[config.mk]
export PLATFORM = sky130hd
export DESIGN_NAME = size_class_slot_allocator_top
export DESIGN_NICKNAME = d
export VERILOG_FILES = /design/src/rtl/core/scsa_pkg.sv /design/src/rtl/core/scsa_ram.sv /design/src/rtl/core/scsa_cell.sv /design/src/rtl/core/scsa_pool.sv /design/src/rtl/core/size_class_slot_allocator_top.sv
export SDC_FILE = /design/constraint.sdc
export NUM_CORES = 2
export LEC_CHECK = 0
export BUFFER_PORTS_ARGS = -buffer_cell sky130_fd_sc_hd__buf_2
export CAP_MARGIN = 20
export CORE_ASPECT_RATIO = 1.1
export CORE_MARGIN = 2
export CORE_UTILIZATION = 60
export CTS_BUF_LIST = sky130_fd_sc_hd__clkbuf_16
export CTS_CLUSTER_DIAMETER = 100
export DETAILED_ROUTE_END_ITERATION = 16
export PLACE_DENSITY = 0.77
export SLEW_MARGIN = 20
export SYNTH_ARGS = -nofsm -noshare
export SYNTH_HDL_FRONTEND = slang
export SYNTH_SLANG_ARGS = --single-unit
[constraint.sdc]
create_clock -name clk -period 6.63 [get_ports clk]
set_input_delay 0.9945 -clock clk [delete_from_list [all_inputs] [get_ports clk]]
set_output_delay 0.9945 -clock clk [all_outputs]
set_load 0.03 [all_outputs]
[src/rtl/core/scsa_pkg.sv]
// ----------------------------------------------------------------------------
// Slot allocator package
// Shared constants, command and status codes, and cell control types.
// ----------------------------------------------------------------------------
package scsa_pkg;

    localparam int SMALL_SLOTS_DEF = 32;
    localparam int LARGE_SLOTS_DEF = 16;
    localparam int OWNER_BITS_DEF  = 16;
    localparam int MAX_SLOTS       = 32;
    localparam int IDX_W           = 5;
    localparam int CNT_W           = 6;
    localparam int BYTES_W         = 24;
    localparam int OFFSET_W        = 30;
    localparam int OWNER_W         = 16;
    localparam logic [OFFSET_W-1:0] SMALL_POOL_BASE = 30'h000ae000;
    localparam logic [BYTES_W-1:0] SMALL_BYTES_RST = 24'd16384;
    localparam logic [BYTES_W-1:0] LARGE_BYTES_RST = 24'd44544;

    typedef enum logic [2:0] {
        CMD_ALLOC      = 3'd0,
        CMD_FREE       = 3'd1,
        CMD_BUSY       = 3'd2,
        CMD_LOCK       = 3'd3,
        CMD_UNLOCK_ALL = 3'd4,
        CMD_FREE_ALL   = 3'd5
    } cmd_t;

    typedef enum logic [2:0] {
        ST_FREE    = 3'd0,
        ST_EVICTED = 3'd1,
        ST_NO_SLOT = 3'd2,
        ST_TOO_BIG = 3'd3,
        ST_DONE    = 3'd4
    } status_t;

    localparam logic [0:0] REG_SMALL_BYTES = 1'b0;
    localparam logic [0:0] REG_LARGE_BYTES = 1'b1;

    // Control broadcast from the sequencer to every cell of one pool.
    typedef struct packed {
        logic       claim;      // allocate: claim first eligible cell
        logic       evict_mode; // claim searches idle, unlocked used cells
        logic       sel_en;     // addressed op on slot sel_idx
        logic [4:0] sel_idx;
        logic       do_free;
        logic       do_busy;
        logic       do_lock;
        logic       flag;
        logic       unlock_all;
        logic       free_all;
    } cell_ctl_t;

endpackage

[src/rtl/core/scsa_ram.sv]
// ----------------------------------------------------------------------------
// Generic RAM
// Single write port, single read port with registered read data.
// ----------------------------------------------------------------------------
module scsa_ram #(
    parameter int WIDTH = 16,
    parameter int DEPTH = 64
) (
    input  logic                     clk,
    input  logic                     we,
    input  logic [$clog2(DEPTH)-1:0] waddr,
    input  logic [WIDTH-1:0]         wdata,
    input  logic [$clog2(DEPTH)-1:0] raddr,
    output logic [WIDTH-1:0]         rdata
);

    logic [WIDTH-1:0] mem [DEPTH];

    always_ff @(posedge clk)
    begin
        if (we)
        begin
            mem[waddr] <= wdata;
        end
        rdata <= mem[raddr];
    end

endmodule

[src/rtl/core/scsa_cell.sv]
// ----------------------------------------------------------------------------
// Slot cell
// Holds used, lock and busy flags of one slot and passes the search token
// to its neighbor; the first eligible cell takes the token.
// ----------------------------------------------------------------------------
module scsa_cell #(
    parameter int INDEX = 0
) (
    input  logic                 clk,
    input  logic                 rst_n,
    input  scsa_pkg::cell_ctl_t  ctl,
    input  logic                 tok_in,
    output logic                 tok_out,
    output logic                 hit,
    output logic                 used,
    output logic                 locked,
    output logic                 free_ok,
    output logic                 evict_ok
);

    logic used_reg, lock_reg, busy_reg;
    logic sel;

    assign used     = used_reg;
    assign locked   = lock_reg;
    assign free_ok  = !used_reg;
    assign evict_ok = used_reg && !busy_reg && !lock_reg;
    assign sel      = ctl.sel_en && (ctl.sel_idx == scsa_pkg::IDX_W'(INDEX));
    assign hit      = ctl.claim && tok_in && (ctl.evict_mode ? evict_ok : free_ok);
    assign tok_out  = tok_in && !hit;

    always_ff @(posedge clk or negedge rst_n)
    begin
        if (!rst_n)
        begin
            used_reg <= 1'b0;
            lock_reg <= 1'b0;
            busy_reg <= 1'b0;
        end
        else
        begin
            if (hit)
            begin
                used_reg <= 1'b1;
                busy_reg <= 1'b0;
            end
            else if (ctl.free_all)
            begin
                used_reg <= 1'b0;
            end
            else if (sel && ctl.do_free && used_reg && !lock_reg)
            begin
                used_reg <= 1'b0;
            end
            if (sel && ctl.do_busy)
            begin
                busy_reg <= ctl.flag;
            end
            if (ctl.unlock_all)
            begin
                lock_reg <= 1'b0;
            end
            else if (sel && ctl.do_lock)
            begin
                lock_reg <= ctl.flag;
            end
        end
    end

endmodule

[src/rtl/core/scsa_pool.sv]
// ----------------------------------------------------------------------------
// Slot pool
// A chain of slot cells with a one-hot to index encoder for the grant.
// ----------------------------------------------------------------------------
module scsa_pool #(
    parameter int SLOTS = 32
) (
    input  logic                          clk,
    input  logic                          rst_n,
    input  scsa_pkg::cell_ctl_t           ctl,
    output logic                          any_free,
    output logic                          any_evict,
    output logic                          granted,
    output logic [scsa_pkg::IDX_W-1:0]    grant_idx,
    output logic                          sel_used,
    output logic                          sel_locked
);

    logic [SLOTS:0]   tok;
    logic [SLOTS-1:0] hit, used, locked, fok, eok;

    assign tok[0] = 1'b1;

    for (genvar i = 0; i < SLOTS; i++)
    begin : g_cell
        scsa_cell #(.INDEX(i)) u_cell (
            .clk      (clk),
            .rst_n    (rst_n),
            .ctl      (ctl),
            .tok_in   (tok[i]),
            .tok_out  (tok[i+1]),
            .hit      (hit[i]),
            .used     (used[i]),
            .locked   (locked[i]),
            .free_ok  (fok[i]),
            .evict_ok (eok[i])
        );
    end

    assign any_free  = |fok;
    assign any_evict = |eok;
    assign granted   = |hit;

    always_comb
    begin
        grant_idx  = '0;
        sel_used   = 1'b0;
        sel_locked = 1'b0;
        for (int i = 0; i < SLOTS; i++)
        begin
            if (hit[i])
            begin
                grant_idx = grant_idx | scsa_pkg::IDX_W'(i);
            end
            if (ctl.sel_idx == scsa_pkg::IDX_W'(i))
            begin
                sel_used   = used[i];
                sel_locked = locked[i];
            end
        end
    end

endmodule

[src/rtl/core/size_class_slot_allocator_top.sv]
// ----------------------------------------------------------------------------
// Size-class slot allocator
// Two pools of fixed-size slots with first-fit allocation and eviction.
// ----------------------------------------------------------------------------
// One transaction is handled at a time and passes through the execute, read
// and multiply states to a valid result: decode, class selection and the
// claim pass through the cell chain, the owner table read, and the offset
// multiply. The next input is accepted once the result has been taken. Owner
// names live in a 64-entry RAM; an entry is only read for slots in use.
module size_class_slot_allocator_top #(
    parameter int SMALL_SLOTS = scsa_pkg::SMALL_SLOTS_DEF,
    parameter int LARGE_SLOTS = scsa_pkg::LARGE_SLOTS_DEF,
    parameter int OWNER_BITS  = scsa_pkg::OWNER_BITS_DEF
) (
    input  logic                              clk,
    input  logic                              rst_n,
    input  logic                              cfg_we,
    input  logic                              cfg_index,
    input  logic [scsa_pkg::BYTES_W-1:0]      cfg_data,
    input  logic                              in_valid,
    output logic                              in_ready,
    input  logic [2:0]                        cmd,
    input  logic [scsa_pkg::BYTES_W-1:0]      request_bytes,
    input  logic [OWNER_BITS-1:0]             owner_id,
    input  logic                              slot_class,
    input  logic [scsa_pkg::IDX_W-1:0]        slot_index,
    input  logic                              flag_value,
    output logic                              out_valid,
    input  logic                              out_ready,
    output logic [2:0]                        status,
    output logic                              granted_class,
    output logic [scsa_pkg::IDX_W-1:0]        granted_index,
    output logic [scsa_pkg::OFFSET_W-1:0]     slot_offset,
    output logic [OWNER_BITS-1:0]             evicted_owner,
    output logic                              evict_valid,
    output logic [scsa_pkg::CNT_W-1:0]        used_small,
    output logic [scsa_pkg::CNT_W-1:0]        used_large
);

    typedef enum logic [2:0] {S_IDLE, S_EXEC, S_READ, S_MULT, S_OUT} state_t;

    state_t state_reg;
    logic [scsa_pkg::BYTES_W-1:0] small_bytes_reg, large_bytes_reg;
    logic [2:0]  cmd_reg;
    logic [scsa_pkg::BYTES_W-1:0] req_reg;
    logic [OWNER_BITS-1:0] owner_reg;
    logic        cls_reg, flag_reg;
    logic [scsa_pkg::IDX_W-1:0] idx_reg;
    logic [scsa_pkg::CNT_W-1:0] small_cnt_reg, large_cnt_reg;
    logic [2:0]  status_reg;
    logic        g_cls_reg, ev_valid_reg, ev_read_reg;
    logic [scsa_pkg::IDX_W-1:0] g_idx_reg;
    logic [scsa_pkg::OFFSET_W-1:0] offset_reg;
    logic [OWNER_BITS-1:0] evicted_reg;

    scsa_pkg::cell_ctl_t ctl_s, ctl_l;
    logic s_free, s_ev, s_gr, s_su, s_sl;
    logic l_free, l_ev, l_gr, l_su, l_sl;
    logic [scsa_pkg::IDX_W-1:0] s_gi, l_gi;

    logic too_big, a_cls, in_range, do_exec;
    logic a_free, a_ev, a_gr, sel_u, sel_l, free_hit;
    logic [scsa_pkg::IDX_W-1:0] a_gi;
    logic [OWNER_BITS-1:0] rdata;
    logic [5:0] ram_raddr;
    logic [scsa_pkg::IDX_W+scsa_pkg::BYTES_W-1:0] prod;

    assign too_big  = req_reg > large_bytes_reg;
    assign a_cls    = req_reg > small_bytes_reg;
    assign in_range = cls_reg ? (idx_reg < scsa_pkg::IDX_W'(LARGE_SLOTS - 1) + 1'b1
                                 || LARGE_SLOTS == scsa_pkg::MAX_SLOTS)
                              : (idx_reg < scsa_pkg::IDX_W'(SMALL_SLOTS - 1) + 1'b1
                                 || SMALL_SLOTS == scsa_pkg::MAX_SLOTS);
    assign do_exec  = (state_reg == S_EXEC);

    always_comb
    begin
        ctl_s = '0;
        ctl_l = '0;
        ctl_s.sel_idx = idx_reg;
        ctl_l.sel_idx = idx_reg;
        ctl_s.flag = flag_reg;
        ctl_l.flag = flag_reg;
        ctl_s.evict_mode = !s_free;
        ctl_l.evict_mode = !l_free;
        if (do_exec)
        begin
            unique case (cmd_reg)
                scsa_pkg::CMD_ALLOC:
                begin
                    ctl_s.claim = !too_big && !a_cls;
                    ctl_l.claim = !too_big && a_cls;
                end
                scsa_pkg::CMD_FREE, scsa_pkg::CMD_BUSY, scsa_pkg::CMD_LOCK:
                begin
                    ctl_s.sel_en = in_range && !cls_reg;
                    ctl_l.sel_en = in_range && cls_reg;
                    ctl_s.do_free = (cmd_reg == scsa_pkg::CMD_FREE);
                    ctl_l.do_free = (cmd_reg == scsa_pkg::CMD_FREE);
                    ctl_s.do_busy = (cmd_reg == scsa_pkg::CMD_BUSY);
                    ctl_l.do_busy = (cmd_reg == scsa_pkg::CMD_BUSY);
                    ctl_s.do_lock = (cmd_reg == scsa_pkg::CMD_LOCK);
                    ctl_l.do_lock = (cmd_reg == scsa_pkg::CMD_LOCK);
                end
                scsa_pkg::CMD_UNLOCK_ALL:
                begin
                    ctl_s.unlock_all = 1'b1;
                    ctl_l.unlock_all = 1'b1;
                end
                scsa_pkg::CMD_FREE_ALL:
                begin
                    ctl_s.free_all = 1'b1;
                    ctl_l.free_all = 1'b1;
                end
                default:
                begin
                    ctl_s.claim = 1'b0;
                end
            endcase
        end
    end

    scsa_pool #(.SLOTS(SMALL_SLOTS)) u_small (
        .clk(clk), .rst_n(rst_n), .ctl(ctl_s),
        .any_free(s_free), .any_evict(s_ev), .granted(s_gr), .grant_idx(s_gi),
        .sel_used(s_su), .sel_locked(s_sl)
    );

    scsa_pool #(.SLOTS(LARGE_SLOTS)) u_large (
        .clk(clk), .rst_n(rst_n), .ctl(ctl_l),
        .any_free(l_free), .any_evict(l_ev), .granted(l_gr), .grant_idx(l_gi),
        .sel_used(l_su), .sel_locked(l_sl)
    );

    assign a_free   = a_cls ? l_free : s_free;
    assign a_ev     = a_cls ? l_ev : s_ev;
    assign a_gr     = a_cls ? l_gr : s_gr;
    assign a_gi     = a_cls ? l_gi : s_gi;
    assign sel_u    = cls_reg ? l_su : s_su;
    assign sel_l    = cls_reg ? l_sl : s_sl;
    assign free_hit = in_range && sel_u && !sel_l;

    // The owner table is read in the execute cycle for the slot being evicted
    // or freed, and written with the new owner in the same cycle.
    assign ram_raddr = (cmd_reg == scsa_pkg::CMD_ALLOC) ? {a_cls, a_gi} : {cls_reg, idx_reg};

    scsa_ram #(.WIDTH(OWNER_BITS), .DEPTH(64)) u_owner (
        .clk(clk),
        .we(do_exec && (cmd_reg == scsa_pkg::CMD_ALLOC) && !too_big && a_gr),
        .waddr({a_cls, a_gi}),
        .wdata(owner_reg),
        .raddr(ram_raddr),
        .rdata(rdata)
    );

    assign prod = g_idx_reg * (g_cls_reg ? large_bytes_reg : small_bytes_reg);

    assign in_ready      = (state_reg == S_IDLE);
    assign out_valid     = (state_reg == S_OUT);
    assign status        = status_reg;
    assign granted_class = g_cls_reg;
    assign granted_index = g_idx_reg;
    assign slot_offset   = offset_reg;
    assign evicted_owner = evicted_reg;
    assign evict_valid   = ev_valid_reg;
    assign used_small    = small_cnt_reg;
    assign used_large    = large_cnt_reg;

    always_ff @(posedge clk or negedge rst_n)
    begin
        if (!rst_n)
        begin
            state_reg       <= S_IDLE;
            small_bytes_reg <= scsa_pkg::SMALL_BYTES_RST;
            large_bytes_reg <= scsa_pkg::LARGE_BYTES_RST;
            small_cnt_reg   <= '0;
            large_cnt_reg   <= '0;
        end
        else
        begin
            if (cfg_we)
            begin
                if (cfg_index == scsa_pkg::REG_SMALL_BYTES)
                begin
                    small_bytes_reg <= cfg_data;
                end
                else
                begin
                    large_bytes_reg <= cfg_data;
                end
            end
            unique case (state_reg)
                S_IDLE:
                begin
                    if (in_valid)
                    begin
                        cmd_reg   <= cmd;
                        req_reg   <= request_bytes;
                        owner_reg <= owner_id;
                        cls_reg   <= slot_class;
                        idx_reg   <= slot_index;
                        flag_reg  <= flag_value;
                        state_reg <= S_EXEC;
                    end
                end
                S_EXEC:
                begin
                    status_reg   <= scsa_pkg::ST_DONE;
                    g_cls_reg    <= 1'b0;
                    g_idx_reg    <= '0;
                    ev_valid_reg <= 1'b0;
                    ev_read_reg  <= 1'b0;
                    if (cmd_reg == scsa_pkg::CMD_ALLOC)
                    begin
                        if (too_big)
                        begin
                            status_reg <= scsa_pkg::ST_TOO_BIG;
                        end
                        else if (a_gr)
                        begin
                            status_reg   <= a_free ? scsa_pkg::ST_FREE : scsa_pkg::ST_EVICTED;
                            g_cls_reg    <= a_cls;
                            g_idx_reg    <= a_gi;
                            ev_valid_reg <= !a_free;
                            ev_read_reg  <= !a_free;
                            if (a_free && a_cls)
                            begin
                                large_cnt_reg <= large_cnt_reg + 1'b1;
                            end
                            else if (a_free)
                            begin
                                small_cnt_reg <= small_cnt_reg + 1'b1;
                            end
                        end
                        else
                        begin
                            status_reg <= a_ev ? scsa_pkg::ST_EVICTED : scsa_pkg::ST_NO_SLOT;
                        end
                    end
                    else if (cmd_reg == scsa_pkg::CMD_FREE && free_hit)
                    begin
                        ev_valid_reg <= 1'b1;
                        ev_read_reg  <= 1'b1;
                        if (cls_reg)
                        begin
                            large_cnt_reg <= large_cnt_reg - 1'b1;
                        end
                        else
                        begin
                            small_cnt_reg <= small_cnt_reg - 1'b1;
                        end
                    end
                    else if (cmd_reg == scsa_pkg::CMD_FREE_ALL)
                    begin
                        small_cnt_reg <= '0;
                        large_cnt_reg <= '0;
                    end
                    state_reg <= S_READ;
                end
                S_READ:
                begin
                    evicted_reg <= ev_read_reg ? rdata : '0;
                    state_reg   <= S_MULT;
                end
                S_MULT:
                begin
                    if (status_reg == scsa_pkg::ST_FREE || status_reg == scsa_pkg::ST_EVICTED)
                    begin
                        offset_reg <= scsa_pkg::OFFSET_W'(prod)
                                    + (g_cls_reg ? '0 : scsa_pkg::SMALL_POOL_BASE);
                    end
                    else
                    begin
                        offset_reg <= '0;
                    end
                    state_reg <= S_OUT;
                end
                S_OUT:
                begin
                    if (out_ready)
                    begin
                        state_reg <= S_IDLE;
                    end
                end
                default:
                begin
                    state_reg <= S_IDLE;
                end
            endcase
        end
    end

endmodule
# Word-level counts from Yosys, hierarchy flattened
# Memory sizes are Yosys's and may differ from the RTL's. A register that Yosys moved wholly into a read port is not among the register bits.
# Index checks and enable logic that the tools add are counted.
# Widths: inputs -> output; s select.
[classes]
addsub = 5
multipliers = 1
n_lt_le_gt_ge = 3
eq_ne = 53
n_mux = 866
n_reduce_logical = 893
[ops]
columns = ["cell", "count"]
rows = [
  ["$mux 1", 724],
  ["$logic_and 1x1->1", 533],
  ["$mux 6", 53],
  ["$logic_not 1->1", 195],
  ["$reduce_bool 2->1", 96],
  ["$mux 24", 7],
  ["$reduce_bool 3->1", 48],
  ["$mux 5", 28],
  ["$reduce_or 32->1", 3],
  ["$eq 5x5->1 const B", 16],
  ["$mux 3", 25],
  ["$mux 4", 16],
  ["$mux 30", 2],
  ["$gt 24x24->1", 2],
  ["$reduce_or 16->1", 3],
  ["$eq 5x4->1 const B", 8],
  ["$mux 16", 2],
  ["$add 29x20->30", 1],
  ["$mul 5x24->29", 1],
  ["$eq 5x3->1 const B", 4],
  ["$mux 20", 1],
  ["$pmux 3 s5", 1],
  ["$mux 2", 7],
  ["$add 6x1->6 const B", 2],
  ["other kinds (21)", 43],
]
[word_totals]
regBits = 313
mem_bits_rw = 1024
inputBits = 80
out_inout_bits = 70
n_memories = 1
[mem_list]
columns = ["name", "words", "word_bits", "rd", "rd_ports_with_merged_regs", "write_ports", "line_no", "source"]
rows = [
  ["u_owner.mem", 64, 16, 1, 1, 1, "scsa_ram.sv:17", "logic [WIDTH-1:0] mem [DEPTH];"],
]

# Depth between registers and ports, before layout
[logic_depth]
depth_word = 150
ltp_mapped = 27

# Hierarchy
# A second synthesis with hierarchy kept.
[unflattened]
cells_unflattened = 4409
area_unflattened_um2 = 64715.8
[modules_own_cells]
columns = ["mod", "n_inst", "cells_per_inst", "area_per_inst_um2"]
rows = [
  ["scsa_ram", 1, 1766, 39711.8],
  ["size_class_slot_allocator_top", 1, 1209, 12356.9],
  ["scsa_cell at u_large.g_cell[10].u_cell ...", 12, 24, 234.0],
  ["scsa_cell at u_small.g_cell[19].u_cell ...", 8, 24, 221.5],
  ["scsa_cell at u_large.g_cell[1].u_cell ...", 8, 24, 220.2],
  ["scsa_pool at u_small", 1, 210, 1370.1],
  ["scsa_cell at u_large.g_cell[0].u_cell ...", 6, 24, 217.7],
  ["scsa_cell at u_large.g_cell[13].u_cell ...", 5, 22, 217.7],
  ["scsa_cell at u_large.g_cell[11].u_cell ...", 4, 24, 210.2],
  ["scsa_pool at u_large", 1, 88, 638.1],
  ["scsa_cell at u_small.g_cell[17].u_cell ...", 2, 24, 215.2],
  ["scsa_cell at u_large.g_cell[15].u_cell ...", 2, 22, 210.2],
  ["scsa_cell at u_small.g_cell[31].u_cell", 1, 22, 211.5],
]

# Worst setup path before layout
# OpenSTA, ideal clock, no wires.
[synth_timing]
path_kind = "register to register"
startpoint = "reg g_cls_reg (netlist: granted_class)"
endpoint = "reg offset_reg (netlist bit slot_offset[28]), data pin"
t_arrival_ps = 5686
required_time_ps = 6364
setup_slack_ps = 678
stages_incl_launch_ff = 25
n_path_buf = 2
cell_sequence = "edfxtp_1 -> clkbuf_1 -> clkbuf_1 -> nand2_1 -> o21ai_0 -> nand2_1 -> fa_1 -> fa_1 -> fa_1 -> inv_1 -> ha_1 -> a21o_1 -> a21oi_1 -> nor2b_1 -> o21ai_0 -> a2111oi_0 -> o31ai_1 -> o211ai_1 -> a31oi_1 -> nor2_1 -> a211oi_1 -> o21bai_1 -> a21oi_1 -> xor2_1 -> nor2_1"
[synth_between]
elab_chain_cells = 5
word_cells_on_any_way = 6
cone_classes = "add/sub: 1; mul: 1; mux: 4"
[synth_lines]
columns = ["item", "line_no", "source"]
rows = [
  ["from (decl)", "size_class_slot_allocator_top.sv:51", "logic g_cls_reg, ev_valid_reg, ev_read_reg;"],
  ["from (signal assigned)", "size_class_slot_allocator_top.sv:222", "g_cls_reg <= a_cls;"],
  ["$mux 24", "size_class_slot_allocator_top.sv:156", "assign prod = g_idx_reg * (g_cls_reg ? large_bytes_reg : small_bytes_reg);"],
  ["$mul 5x24->29", "size_class_slot_allocator_top.sv:156", ""],
  ["$add 29x20->30 *", "size_class_slot_allocator_top.sv:270", "+ (g_cls_reg ? '0 : scsa_pkg::SMALL_POOL_BASE);"],
  ["$mux 30 *", "size_class_slot_allocator_top.sv:267", "if (status_reg == scsa_pkg::ST_FREE || status_reg == scsa_pkg::ST_EVICTED)"],
  ["$mux 30 *", "size_class_slot_allocator_top.sv:192", "unique case (state_reg)"],
  ["to (signal assigned)", "size_class_slot_allocator_top.sv:269", "offset_reg <= scsa_pkg::OFFSET_W'(prod)"],
  ["to (decl)", "size_class_slot_allocator_top.sv:53", "logic [scsa_pkg::OFFSET_W-1:0] offset_reg;"],
]
# Mark *: on every way between the ends. The rest lies on a longest branch, timed or not. The select of a mux whose other input is x is not followed.
# A chain may end at the register's enable or synchronous reset.

# Final worst setup path
[layout_timing]
startpoint = "reg large_bytes_reg[15] (netlist name)"
endpoint = "reg u_owner.rdata[12] (read register of u_owner.mem)"
[layout_between]
elab_chain_cells = 133
word_cells_on_any_way = 242
cone_classes = "order compare: 1; mux: 54; reduce/logical: 187"
[layout_lines]
columns = ["item", "line_no", "source"]
rows = [
  ["from (decl)", "size_class_slot_allocator_top.sv:43", "logic [scsa_pkg::BYTES_W-1:0] small_bytes_reg, large_bytes_reg;"],
  ["from (signal assigned)", "size_class_slot_allocator_top.sv:175", "large_bytes_reg <= scsa_pkg::LARGE_BYTES_RST;"],
  ["from (signal assigned)", "size_class_slot_allocator_top.sv:189", "large_bytes_reg <= cfg_data;"],
  ["$gt 24x24->1 *", "size_class_slot_allocator_top.sv:68", "assign too_big = req_reg > large_bytes_reg;"],
  ["$logic_not 1->1 *", "size_class_slot_allocator_top.sv:91, size_class_slot_allocator_top.sv:92", ""],
  ["$logic_and 1x1->1", "size_class_slot_allocator_top.sv:91", "ctl_s.claim = !too_big && !a_cls;"],
  ["$mux 1", "size_class_slot_allocator_top.sv:88", "unique case (cmd_reg)"],
  ["$mux 1 (2 in a row)", "size_class_slot_allocator_top.sv:86", "if (do_exec)"],
  ["$logic_and 1x1->1", "scsa_cell.sv:29", "assign hit = ctl.claim && tok_in && (ctl.evict_mode ? evict_ok : free_ok);"],
  ["$logic_not 1->1", "scsa_cell.sv:30", "assign tok_out = tok_in && !hit;"],
  ["$logic_and 1x1->1 (2 in a row)", "scsa_cell.sv:29", ""],
  ["(+113 left out)", "n/a", ""],
  ["$logic_and 1x1->1", "scsa_cell.sv:30", ""],
  ["$logic_and 1x1->1 (2 in a row)", "scsa_cell.sv:29", ""],
  ["$logic_not 1->1", "scsa_cell.sv:30", ""],
  ["$logic_and 1x1->1", "scsa_cell.sv:30", ""],
  ["$logic_and 1x1->1 (2 in a row)", "scsa_cell.sv:29", ""],
  ["$mux 5", "scsa_pool.sv:51", "if (hit[i])"],
  ["$mux 5 *", "size_class_slot_allocator_top.sv:138", "assign a_gi = a_cls ? l_gi : s_gi;"],
  ["$mux 6 *", "size_class_slot_allocator_top.sv:145", "assign ram_raddr = (cmd_reg == scsa_pkg::CMD_ALLOC) ? {a_cls, a_gi} : {cls_reg, idx_reg};"],
  ["to (decl)", "scsa_ram.sv:14", "output logic [WIDTH-1:0] rdata"],
]
# Marked as above.

==> results.sh <==
export IMPL_outcome="finished, final reports clean"
export IMPL_die_area_um2=105000
export IMPL_cpPeakStageDelay_ns=0.72
export IMPL_worstPathArrival_ns=6.91
export IMPL_rsz0062_at_grt="false"
export IMPL_drive_gt1_share_pct=12.0
export IMPL_nets=5407
export IMPL_p_per_area_nw_per_um2=336
export IMPL_antenna_found_initial=12
export IMPL_synth_area_top_cells="edfxtp_1 55%, dfrtp_1 8.2%, mux2i_1 6.9%"
export IMPL_regMostFlops="u_owner.mem"
export IMPL_cts_tree="done"
export IMPL_async_flop_share_pct=15.3
export IMPL_grt_pass1_vias=41500
export IMPL_final_antenna_net_count=0
export IMPL_vias_per_cell=6.37
export IMPL_ctsHtreeMaxLevel=4
export IMPL_cts_root_buf="clkbuf_16"
export IMPL_numCtsBuffers=135
export IMPL_synth_ff_type="edfxtp_1"
export IMPL_syn_cell_area_um2=61400
export IMPL_period_minus_slack_ns=6.31
export IMPL_cp_slowest_cell="or4_1"
export IMPL_postSynthCellCount=4679
export IMPL_ir_drop_v=0.000300
export IMPL_hpwl_um=112000
export IMPL_critPathTopFamily="simple AND/OR/NAND/NOR gates"
export IMPL_synth_top_area_share_pct=55.2
export IMPL_wl_um=172000
export IMPL_setup_viol=0
export IMPL_grt_pass1_wl_um=255000
export IMPL_leakage_uw=0.0268
export IMPL_fin_hold_ws_ns=0.198
export IMPL_wire_per_inst_um=25.9
export IMPL_fillers=7121
export IMPL_clkTransAtPathRegs_ns=0.06
export IMPL_seq_area_frac_synth_pct=64.2
export IMPL_drcViolationCount=0
export IMPL_area_growth_pct=13.8
export IMPL_clkLatencyLatePin_ns=0.76
export IMPL_clock_path_buffers=3
export IMPL_fmax_mhz=158
export IMPL_worstHoldPathType="in2async"
export IMPL_dpl_cell_area_um2=65500
export IMPL_yosysMostFrequentCell="edfxtp_1"
export IMPL_gp_congestion=1.05
export IMPL_relSlewSlack_pct=20.1
export IMPL_path_max_fanout=90
export IMPL_overflow=0
export IMPL_synth_warning_count=0
export IMPL_coreArea_um2=102000
export IMPL_worstMarginPinSlew_ns=1.20
export IMPL_synth_seq_cells=1353
export IMPL_fin_area_um2=69900
export IMPL_synth_edff_count=1130
export IMPL_vias=42300
export IMPL_ys_types=91
export IMPL_multi_input_area_um2=21500
export IMPL_die_h_um=340
export IMPL_regArea_um2=39400
export IMPL_r2r_cells=18
export IMPL_setup_tns_ns=0
export IMPL_crit_cells=18
export IMPL_crit_top_cell="nand4_1"
export IMPL_fin_util_pct=68.6
export IMPL_num_io_pins=150
export IMPL_grt_max_degree=97
export IMPL_drt_pass1_iter_count=6
export IMPL_fin_skew_ns=0.0285
export IMPL_clock_sinks=1353
export IMPL_initial_utilization_pct=60.3
export IMPL_path_class="reg2reg"
export IMPL_row_count=123
export IMPL_path_cells="inv_1 -> ha_1 -> nand4_1 -> nor3_1 -> nand4_1 -> or2_1 -> a221o_1 -> or4_1 -> nor2_2 -> a21oi_1 -> a32oi_4 -> buf_4 -> buf_12 -> mux2i_1 -> mux2i_1 -> a22o_1 -> nor3_2 -> nand4_1"
export IMPL_port_buffer_count=149
export IMPL_die_x_um=309
export IMPL_synth_avg_cell_area_um2=13.1
export IMPL_crit_path_end_kind="flip-flop"
export IMPL_yosys_area_top_type="edfxtp_1"
export IMPL_fin_crit_sh_pct=95.2
export IMPL_crit_buf_inv=3
export IMPL_drv_slew=0
export IMPL_largest_reg_flops=1024
export IMPL_grtUsageTotal_pct=32.8
export IMPL_drv_cap=0
export IMPL_cts_hold_buf=0
export IMPL_finalHoldViolCount=0
export IMPL_synthTopCellsByCount="1,130 x edfxtp_1, 590 x nand2_1, 425 x mux2i_1"
export IMPL_cp_required_ns=7.23
export IMPL_startpoint_type="flip-flop"
export IMPL_drt_iter0_markers=5522
-- metrics by stage --
| step | setup slack, ns | cells | total power (uW) |
|---|---|---|---|
| floorplan | 0.678 | 4934 | 14200 |
| global placement | 0.207 | 6384 | 16000 |
| detailed placement | 0.0882 | 6384 | 16200 |
| CTS | 0.0737 | 6631 | 23500 |
| global route | 0.00574 | 6638 | 24400 |
| finish | 0.319 | 6639 | 23500 |
-- layout by cell type, fill, tap and decap left out, drive strengths merged, types with 14 or more instances in the layout --
cell    synthesis  layout
a32oi          65      65
o211ai         30      30
a211oi         76      76
and3           59      59
o31ai          34      34
buf            86     336
a21o           15      15
mux2           30      30
o32ai          17      17
nor3           62      62
a22o           39      39
and2           66      66
a32o           17      17
nand4          47      47
dfxtp          16      16
a221oi         67      67
ha            107     107
conb            1     256
o21ai         222     222
mux2i         425     425
a22oi          19      19
inv           162     190
nand2         592     592
nor3b          14      14
nand3         117     117
o311ai         48      48
clkinv          0      74
or3            53      53
nor2b          39      39
clkbuf        174     139
dfrtp         201     201
nand2b         28      28
a31oi          77      77
a21oi         128     128
nor2          185     185
fa             72      72
edfxtp       1130    1130
-- final cells by class --
cell class | count | area share [%]
Antenna cell | 6 | 0.0215
Clock buffer | 138 | 4.94
Clock inverter | 109 | 1.16
Inverter | 162 | 0.870
Multi-Input combinational cell | 3159 | 30.7
Sequential cell | 1353 | 56.4
Tap cell | 1375 | 2.46
Timing Repair Buffer | 337 | 3.36
-- worst reg2reg max path: stages (launching register included) --
cell,delay [ns]
dfstp_2,0.54
inv_1,0.05
ha_1,0.30
nand4_1,0.15
nor3_1,0.32
nand4_1,0.20
or2_1,0.30
a221o_1,0.47
or4_1,0.72
nor2_2,0.25
a21oi_1,0.16
a32oi_4,0.37
buf_4,0.39
buf_12,0.46
mux2i_1,0.33
mux2i_1,0.09
a22o_1,0.29
nor3_2,0.59
nand4_1,0.17
-- metal layers --
layer  share of wire, %  wire [um]  up-vias  global-route usage, %
met5              0.032         55        -                      0
met4                5.3       9150        8                   15.9
met3                9.9      17000      528                   6.33
met2                 47      80100     2412                   51.2
met1                 38      65700    20900                   44.6
li1                   -          -    18500                      -
-- where the power goes --
group	switching (uW)	internal, uW
Clock	3270	4090
Combinational	3880	2180
Sequential	297	9760
Total	7450	16000
-- logic make-up (layout without fill, tap and decap cells) --
kind of cell	Yosys count	count (layout)	share of synthesized area [%]
flops	1353	1353	64.2
simple gates	1310	1310	10.1
compound gates	933	933	10.5
mux	460	460	7.67
buf+inv	422	746	2.74
fa+ha+maj	179	179	4.53
xor+xnor	21	21	0.299
other cells	1	262	0.00611
-- path summary, 6_finish.rpt --
kind	slack [ns]	endpoint	start
max in group asynchronous	4.36	u_large.g_cell[1].u_cell.locked$_DFFE_PN0P_	rst_n
min in group clk	0.42	req_reg[10]$_DFFE_PP_	request_bytes[10]
min reg2reg	0.48	used_small[5]$_DFFE_PN0P_	used_small[5]$_DFFE_PN0P_
min	0.20	u_small.g_cell[30].u_cell.used$_DFFE_PN0P_	rst_n
max	0.32	u_owner.rdata[12]$_DFF_P_	large_bytes_reg[15]$_DFFE_PN1P_
max reg2reg	0.32	u_owner.rdata[12]$_DFF_P_	large_bytes_reg[15]$_DFFE_PN1P_
-- timing repair --
item                                    CTS  global route
resized for setup                         0             5
endpoints found under the setup margin    0             3
buffers inserted                          0             0
Note: power is estimated with default switching activity, not from simulation.
